### src/rtl/core/swm_pkg.sv
`default_nettype none

package swm_pkg;

    localparam int SAMPLE_W          = 32;
    localparam int START_W           = 10;
    localparam int CFG_W             = 8;
    localparam int DEF_MAX_WIDTH     = 128;
    localparam int DEF_MAX_FRAME     = 1024;
    localparam logic [CFG_W-1:0] WIDTH_RESET = 8'd103;

    typedef struct packed {
        logic signed [SAMPLE_W-1:0] sample;
        logic                       frame_end;
    } in_t;

    typedef struct packed {
        logic signed [SAMPLE_W-1:0] window_max;
        logic [START_W-1:0]         window_start;
        logic                       last_of_frame;
    } out_t;

    function automatic logic signed [SAMPLE_W-1:0] smax(
        input logic signed [SAMPLE_W-1:0] a,
        input logic signed [SAMPLE_W-1:0] b
    );
        return (a > b) ? a : b;
    endfunction

endpackage

`default_nettype wire

### src/rtl/core/swm_cell.sv
`default_nettype none

// One stage of the max chain: holds the max of the latest (position+1) samples.
module swm_cell
    import swm_pkg::*;
(
    input  wire logic                       clk,
    input  wire logic                       en,
    input  wire logic signed [SAMPLE_W-1:0] x,
    input  wire logic signed [SAMPLE_W-1:0] prev,
    output logic signed [SAMPLE_W-1:0]      m
);

    logic signed [SAMPLE_W-1:0] m_reg;
    logic signed [SAMPLE_W-1:0] m_next;

    assign m_next = smax(prev, x);
    assign m      = m_reg;

    always_ff @(posedge clk)
    begin
        if (en)
        begin
            m_reg <= m_next;
        end
    end

endmodule

`default_nettype wire

### config.mk
export PLATFORM = sky130hd
export DESIGN_NAME = swm_cell
export DESIGN_NICKNAME = d
export VERILOG_FILES = /design/src/rtl/core/swm_pkg.sv /design/src/rtl/core/swm_cell.sv
export SDC_FILE = /design/constraint.sdc
export NUM_CORES = 1
export LEC_CHECK = 0
export BUFFER_PORTS_ARGS = -buffer_cell sky130_fd_sc_hd__buf_2
export CORE_MARGIN = 3
export CORE_UTILIZATION = 52
export DETAILED_ROUTE_END_ITERATION = 10
export GPL_ROUTABILITY_DRIVEN = 0
export PLACE_DENSITY = 0.95
export SLEW_MARGIN = 5
export SYNTH_ARGS = -nofsm -noshare
export SYNTH_HDL_FRONTEND = slang
export SYNTH_SLANG_ARGS = --single-unit
export TNS_END_PERCENT = 50
### constraint.sdc
create_clock -name clk -period 5.35 [get_ports clk]
set_clock_uncertainty 0.15 [all_clocks]
set_input_delay 1.3375 -clock clk [delete_from_list [all_inputs] [get_ports clk]]
set_output_delay 1.3375 -clock clk [all_outputs]
set_load 0.01 [all_outputs]
Word level (Yosys, flattened, before mapping)
Index checks and enable logic that the tools add are counted.
Widths: inputs -> output; s select.
- flip-flop bits (word level): 32
- bits of input ports: 66
- output and inout port bits: 32
- word-level logic and storage cells: 3
- order comparisons: 1
- mux-type cells: 1
- operators by type and width (kind ; count):
    $gt 32x32->1 ; 1
    $mux 32 ; 1

Logic depth before layout (Yosys ltp)
Gate-level depths: netlist of the first run.
- depth in word-level cells: 2
- mapped depth: 10
- mapped depth without buffers: 9

Worst setup path before layout of the first run
Ideal clock, no wire load.
- path type: input to register
- start point: input port x[31]
- end point: register m_reg[10], in the netlist m[10], data pin
- setup time: 0.260 ns
- arrival: 3.573 ns
- data required time: 4.940 ns
- slack: 1.367 ns
- stages: 10
- buffers on the path: 1
- path through: inv_1 -> ha_1 -> nand4_2 -> nor4_4 -> nand4_2 -> or3_1 -> o2111ai_1 -> o221a_4 -> buf_12 -> mux2_4
- word-level cells in the longest chain between the ends: 2
- ends and longest elaborated chain (what ; RTL line ; RTL):
    from (decl) ; swm_cell.sv:9 ; input wire logic signed [SAMPLE_W-1:0] x,
    $gt 32x32->1 ; swm_pkg.sv:27 ; return (a > b) ? a : b;
    $mux 32 ; swm_pkg.sv:27 ;
    named net m_next[10] ; swm_cell.sv:15 ; logic signed [SAMPLE_W-1:0] m_next;
    to (signal assigned) ; swm_cell.sv:24 ; m_reg <= m_next;
    to (decl) ; swm_cell.sv:14 ; logic signed [SAMPLE_W-1:0] m_reg;
The timed path passes the listed nets, and every way through them passes these cells.
A chain may end at the register's enable or synchronous reset.

Final worst setup path of the first run
- start point: input port x[31]
- end point: register m_reg[31], in the netlist m[31], data pin
- word-level cells in the longest chain between the ends: 2
- ends and longest elaborated chain (what ; RTL line):
    $gt 32x32->1 ; swm_pkg.sv:27
    $mux 32 (*) ; swm_pkg.sv:27
    named net m_next[31] ; swm_cell.sv:15
Mark *: on every way through the listed nets, which the timed path passes. The rest lies on a longest branch.

==> results by group, run 1 <==
Floorplanning
  – Die Y: 73.2 um
  – # IOs: 98
  – Die X: 73.2 um
  – Die Area: 5360 um2
  – Core ar.: 4170 um2
  – Initial Util: 56.3%
  – Num rows: 23

Timing
  – Final Setup Violations: 0
  – Tcrit/Tclk final: 80.2%
  – RSZ-0062 raised after global routing: false
  – Period minus WS final: 4.29 ns
  – Slew Viols, Final: 0
  – Setup tns final: 0 ns
  – Slew @ Worst Pin: 0.742 ns
  – Rel. slew slack: 50.6%
  – Final Hold Fails: 0
  – Final hold slack: 1.22 ns
  – Max Freq: 233 MHz

Global route
  – Largest net degree at the start of global routing: 33
  – GRT Overall Usage: 17.5%
  – GR Overflow Total: 0
  – Initial antenna violation count: 0
  – Vias in the first global route: 1,695
  – Global-route wire length before repair: 7330 um

Yosys
  – Count leader, synth: inv_1
  – Top FF cell, synth: edfxtp_1
  – Async S/R FF share, synth: 0%
  – Yosys top cell area share: 40.9%
  – Net Count, Synth: 278
  – Count of cell types in the netlist: 26
  – Yosys warnings: 0
  – Mean Syn Cell Area: 13.1 um2
  – Number of synthesized register bits: 32
  – EDFF count, synth: 32
  – Synth top cells by count: inv_1 (34), edfxtp_1 (32), ha_1 (32)
  – Area leader, netlist: edfxtp_1
  – Synth Instances: 180
  – Sequential element share of the synthesized area: 40.9%
  – Dominant cells by area after synthesis: edfxtp_1 (41%), mux2_4 (19%), ha_1 (17%)
  – Mapped Area: 2350 um2

Cells and area
  – Largest register FFs: 32
  – Post-Route Utilization: 69.9%
  – Nets@finish: 379
  – Share of layout cells above drive strength 1: 49.3%
  – Layout area overhead: 24.2%
  – Antenna cells: 0
  – Final instance area: 2920 um2

Pwr
  – Psw: 0.191 mW
  – Pwr dens: 241 nW/um2
  – Comb pwr share: 29.8%
  – VDD IR max: 0.000143 V
  – Total power: 0.705 mW
  – Leakage: 1.56 nW
  – Switching part of the total: 27.1%
  – Cell Int Power: 0.514 mW
  – Clock share of power: 25.0%
  – Register share of total power: 45.2%

Critical path
  – Worst-path maximum fanout: 32
  – Signal arrival time at the worst endpoint: 4.17 ns
  – CP Class: input pin to register
  – CP Launch Type: input pin
  – Critical Path RT: 5.23 ns
  – Crit end category: register

Clocking
  – Clock Sinks: 32
  – CTS buffer count: 5
  – Cts hold-fix bufs: 0
  – Clock slew at reported path FFs: 0.07 ns
  – H-tree levels: 2
  – Resize count post-CTS: 0
  – Post-CTS Setup Inserts: 0
  – CTS tree: done
  – Clk buf depth: 2
  – Root buffer cell: clkbuf_8

Drt
  – Initial DRC count: 80
  – DRC: 0
  – Pre-antenna DRT Iters: 4
  – Wire length per cell: 14.4 um
  – Vias: 1,704
  – DRT Wirelength: 4770 um
  – Routed Antenna Nets: 0
  – Via density per instance: 5.13

Worst hold path
  – Hold Crit Class: input pin to register

Placement
  – # port buffers: 97
  – HPWL Detailed: 3960 um
  – Placement Cell Area: 2840 um2

Flow run
  – Max_cap viols: 0

Outcome
  – Status: finished clean
-- layer usage --
metal	up-vias	wire length, um	global-route usage, %
li1	860	-	-
met5	-	0	0
met3	2	251	2.48
met4	0	27	4.92
met1	793	1850	20.5
met2	49	2640	32.9
-- power groups by stage --
stage	registers (mW)	clock network (mW)	logic [mW]
6_report	0.319	0.176	0.210
5_1_grt	0.322	0.191	0.231
4_1_cts	0.319	0.181	0.213
3_5_place_dp	0.325	0	0.212
3_3_place_gp	0.323	0	0.206
2_1_floorplan	0.341	0	0.129
-- final cells by class --
class                      instances  area (um2)
fill                             311        1250
multi-input combinational        111        1200
sequential                        32         961
timing repair buffer              97         485
inverter                          34         128
clock buffer                       7        76.3
tap                               50        62.6
clock inverter                     1        3.75
-- per-stage QoR --
stage	setup WS (ns)	cells
final	1.06	332
after global routing	0.885	332
after global placement	0.868	324
after detailed placement	0.766	324
after CTS	1.05	332
after floorplan	1.37	180
-- final timing paths --
kind,start,to,slack [ns],cells past startpoint
max,x[31],m[31]$_DFFE_PP_,1.06,10
min,x[29],m[29]$_DFFE_PP_,1.22,2
-- critical path, cell delays in order --
cell,delay [ns]
buf_2,0.09
inv_1,0.04
ha_1,0.34
nand4_2,0.17
nor4_4,0.41
nand4_2,0.19
or3_1,0.39
o2111ai_1,0.12
o221a_4,0.65
mux2_2,0.41
-- cells in the final DEF (no fill, tap or decap) --
master | synthesis | routed
buf_2 | 0 | 97
inv_1 | 34 | 34
ha_1 | 32 | 32
edfxtp_1 | 32 | 32
mux2_4 | 30 | 30
a21oi_1 | 11 | 11
nand2_1 | 9 | 9
clkbuf_8 | 0 | 5
nand4_1 | 3 | 3
a21o_1 | 3 | 3
nand3_1 | 3 | 3
nand4_2 | 2 | 2
o21ai_0 | 2 | 2
a221oi_1 | 2 | 2
mux2_2 | 2 | 2
clkbuf_1 | 0 | 2
nor4_4 | 1 | 1
and2_0 | 1 | 1
a221o_1 | 1 | 1
o21a_1 | 1 | 1
nor3_1 | 1 | 1
a2111oi_4 | 1 | 1
nor4_1 | 1 | 1
nor2_1 | 1 | 1
or3_1 | 1 | 1
or2b_1 | 1 | 1
o2111ai_1 | 1 | 1
o221a_4 | 1 | 1
clkinv_1 | 0 | 1
-- kinds of logic (layout without fill, tap and decap cells) --
group,count (synthesis),after routing,synth area share [%]
adders and majority gates,32,32,17.0
buffers and inverters,37,139,7.99
DFF,32,32,40.9
AOI/OAI and AO/OA,23,23,7.61
and+or+nand+nor,24,24,6.34
muxes,32,32,20.1
Power figures use the tool's default switching activity.
==> run 2: changes to the inputs <==
--- a/config.mk
+++ b/config.mk
@@ -5,12 +5,13 @@
 export SDC_FILE = /design/constraint.sdc
 export NUM_CORES = 1
 export LEC_CHECK = 0
+export ABC_AREA = 1
 export BUFFER_PORTS_ARGS = -buffer_cell sky130_fd_sc_hd__buf_2
 export CORE_MARGIN = 3
-export CORE_UTILIZATION = 52
+export CORE_UTILIZATION = 49
 export DETAILED_ROUTE_END_ITERATION = 10
 export GPL_ROUTABILITY_DRIVEN = 0
-export PLACE_DENSITY = 0.95
+export PLACE_DENSITY = 0.91
 export SLEW_MARGIN = 5
 export SYNTH_ARGS = -nofsm -noshare
 export SYNTH_HDL_FRONTEND = slang
==> constraint.sdc (replaced) <==
create_clock -name clk -period 4.15 [get_ports clk]
set_clock_uncertainty 0.15 [all_clocks]
set_input_delay 1.0375 -clock clk [delete_from_list [all_inputs] [get_ports clk]]
set_output_delay 1.0375 -clock clk [all_outputs]
set_load 0.01 [all_outputs]
==> run 2 against run 1 <==
Against the previous run: worst hold slack worse by 0.34 ns; sequential power grew 33%; count of clock-buffer cells in the layout stayed put; first-iteration DRC count grew 78%; final cell count up 35%; area after synthesis rose by 1.5%; utilization shrank 4.2 points; sequential share of layout area is 0.68 points lower; critical path type unchanged; non-clock buffer count up 3; wire length rose by 23%; global-route usage is 3.5 points higher.
==> results by group, run 2 <==
Floorplanning
  – Die X: 75.8 um (+3.5%)
  – Die Area: 5740 um2 (+7.1%)
  – Num rows: 24 (+4.3%)
  – # IOs: 98 (unchanged)
  – Initial Util: 52.6% (-3.7 points)
  – Core ar.: 4530 um2 (+8.7%)
  – Die Y: 75.8 um (+3.5%)

Clocking
  – Resize count post-CTS: 0 (unchanged)
  – Clock slew at reported path FFs: 0.07 ns (about the same)
  – Root buffer cell: clkbuf_8
  – CTS buffer count: 5 (unchanged)
  – Post-CTS Setup Inserts: 0 (unchanged)
  – Cts hold-fix bufs: 0 (unchanged)
  – CTS tree: done
  – Clk buf depth: 2 (unchanged)
  – Clock Sinks: 32 (unchanged)
  – H-tree levels: 2 (unchanged)

Drt
  – Routed wl met2: 2970 um (+12%)
  – Routed Antenna Nets: 0 (unchanged)
  – Pre-antenna DRT Iters: 5 (+1)
  – Vias: 2,308 (+35%)
  – Via density per instance: 5.14 (+0.15%)
  – Metal3 WL: 389 um (+55%)
  – Initial DRC count: 142 (+78%)
  – Met1 WL: 2410 um (+30%)
  – Wire length per cell: 13.1 um (-9.1%)
  – Max layer used: met4
  – DRC: 0 (unchanged)
  – DRT Wirelength: 5860 um (+23%)

Critical path
  – Critical Path RT: 4.03 ns (-1.20 ns)
  – Slowest library cell on the worst path: nand3_4
  – CP peak stage delay: 0.39 ns (-0.26 ns)
  – CP Launch Type: input pin
  – Signal arrival time at the worst endpoint: 3.11 ns (-1.06 ns)
  – Worst-path maximum fanout: 32 (unchanged)
  – CP Class: input pin to register
  – Crit end category: register
  – Most used cell, CP: nand2_1
  – Critical-path cell list: buf_2, inv_1, ha_1, nand2_1, nor2_2, nand2_1, nor3b_2, nand2_1, nand3_2, nand3_4, nand2_1, nand2_1

Global route
  – GRT Overall Usage: 21.1% (+3.5 points)
  – Global-route wire length before repair: 9230 um (+26%)
  – GR Overflow Total: 0 (unchanged)
  – Vias in the first global route: 2,219 (+31%)
  – Initial antenna violation count: 0 (unchanged)
  – Largest net degree at the start of global routing: 33 (unchanged)

Flow run
  – Max_cap viols: 0 (unchanged)

Timing
  – Final Hold Fails: 0 (unchanged)
  – Tcrit/Tclk final: 77.8%
  – Max Freq: 310 MHz
  – Slew Viols, Final: 0 (unchanged)
  – RSZ-0062 raised after global routing: false
  – Setup tns final: 0 ns (unchanged)
  – Rel. slew slack: 50.9% (+0.31 points)
  – Period minus WS final: 3.23 ns
  – Final Setup Violations: 0 (unchanged)
  – Slew @ Worst Pin: 0.737 ns (-0.00462 ns)

Yosys
  – Mean Syn Cell Area: 8.28 um2 (-37%)
  – Top FF cell, synth: edfxtp_1
  – Area leader, netlist: edfxtp_1
  – Yosys top cell area share: 40.3% (-0.60 points)
  – EDFF count, synth: 32 (unchanged)
  – Synth Instances: 288 (+60%)
  – Mapped Area: 2380 um2 (+1.5%)
  – Dominant cells by area after synthesis: edfxtp_1 (40%), ha_1 (17%), nand2_1 (16%)
  – Count of cell types in the netlist: 19 (-27%)
  – Synth top cells by count: nand2_1 (102), inv_1 (41), nand4_1 (34)
  – Yosys warnings: 0 (unchanged)
  – Sequential element share of the synthesized area: 40.3% (-0.60 points)
  – Net Count, Synth: 386 (+39%)
  – Count leader, synth: nand2_1
  – Number of synthesized register bits: 32 (unchanged)
  – Async S/R FF share, synth: 0% (unchanged)

Cells and area
  – Layout area overhead: 24.9%
  – Post-Route Utilization: 65.7% (-4.2 points)
  – Antenna cells: 0 (unchanged)
  – Most frequent cells in the layout: nand2_1 (102), buf_2 (97), inv_1 (41), nand4_1 (34)
  – Share of layout cells above drive strength 1: 28.6% (-21 points)
  – Nets@finish: 481 (+27%)
  – Most common library cell in the layout ignoring fill and taps: nand2_1
  – Largest register FFs: 32 (unchanged)

Pwr
  – VDD IR max: 0.000155 V (+8.7%)
  – Leakage: 1.65 nW (+5.4%)
  – Pwr dens: 317 nW/um2 (+31%)

Worst hold path
  – Hold Crit Class: input pin to register

Outcome
  – Status: finished clean

Placement
  – # port buffers: 97 (unchanged)
  – HPWL Detailed: 4490 um (+13%)
[run 2: changes by cell type after synthesis, sizes merged, moves of 2 or more]
| cell | delta |
|---|---|
| a21oi | +3 |
| a21o | -2 |
| mux2 | -32 |
| inv | +7 |
| buf | +6 |
| a221oi | -2 |
| nand4 | +29 |
| nand2 | +94 |
| nor4 | -2 |
| clkbuf | +3 |
| nor2 | +9 |
[run 2: kinds of logic (layout without fill, tap and decap cells)]
family | Yosys count | in the layout | share of synthesized area (%)
AO/OA/AOI/OAI | 19 | 19 | 4.30
adder cells (fa/ha/maj) | 32 | 32 | 16.8
buffers and inverters | 53 | 149 | 9.60
flip-flops | 32 | 32 | 40.3
AND/OR/NAND/NOR | 152 | 152 | 29.0
[run 2: where the power goes]
part	total [mW]	switching (mW)	internal, mW
Sequential	0.425	0.0102	0.415
Clock	0.229	0.113	0.117
Combinational	0.291	0.175	0.116
[run 2: path summary, 6_finish.rpt]
kind,startpoint,endpoint,slack [ns],depth (start not counted)
max,x[31],m[20]$_DFFE_PP_,0.92,12
min,x[27],m[27]$_DFFE_PP_,0.88,3
[run 2: final cells by class]
cell class / instances / area (um2)
clock buffer: 7 / 76.3
clock inverter: 1 / 3.75
fill: 378 / 1560
inverter: 41 / 154
multi-input combinational: 203 / 1190
sequential: 32 / 961
tap: 65 / 81.3
timing repair buffer: 100 / 508
[run 2: metal layers]
metal / vias up / track usage [%]
met5: - / 0
met4: 0 / 9.32
met3: 7 / 4.75
met2: 81 / 36.1
met1: 1061 / 25.0
li1: 1159 / -
[run 2: metrics by stage]
stage	hold WS (ns)	instances	area [um2]	power (mW)	setup slack, ns
3_5_place_dp	1.17	441	2900	0.723	0.663
3_3_place_gp	1.17	441	2900	0.709	0.792
4_1_cts	0.872	449	2980	0.954	0.960
2_1_floorplan	1.00	288	2380	0.613	1.35
6_report	0.883	449	2980	0.945	0.920
5_1_grt	0.874	449	2980	1.01	0.713
[run 2: worst max-delay path, delay by kind of cell]
family / cells / cell delay [ns]
adder cells (fa/ha/maj): 1 / 0.34
buffers and inverters: 2 / 0.14
AND/OR/NAND/NOR: 9 / 1.57
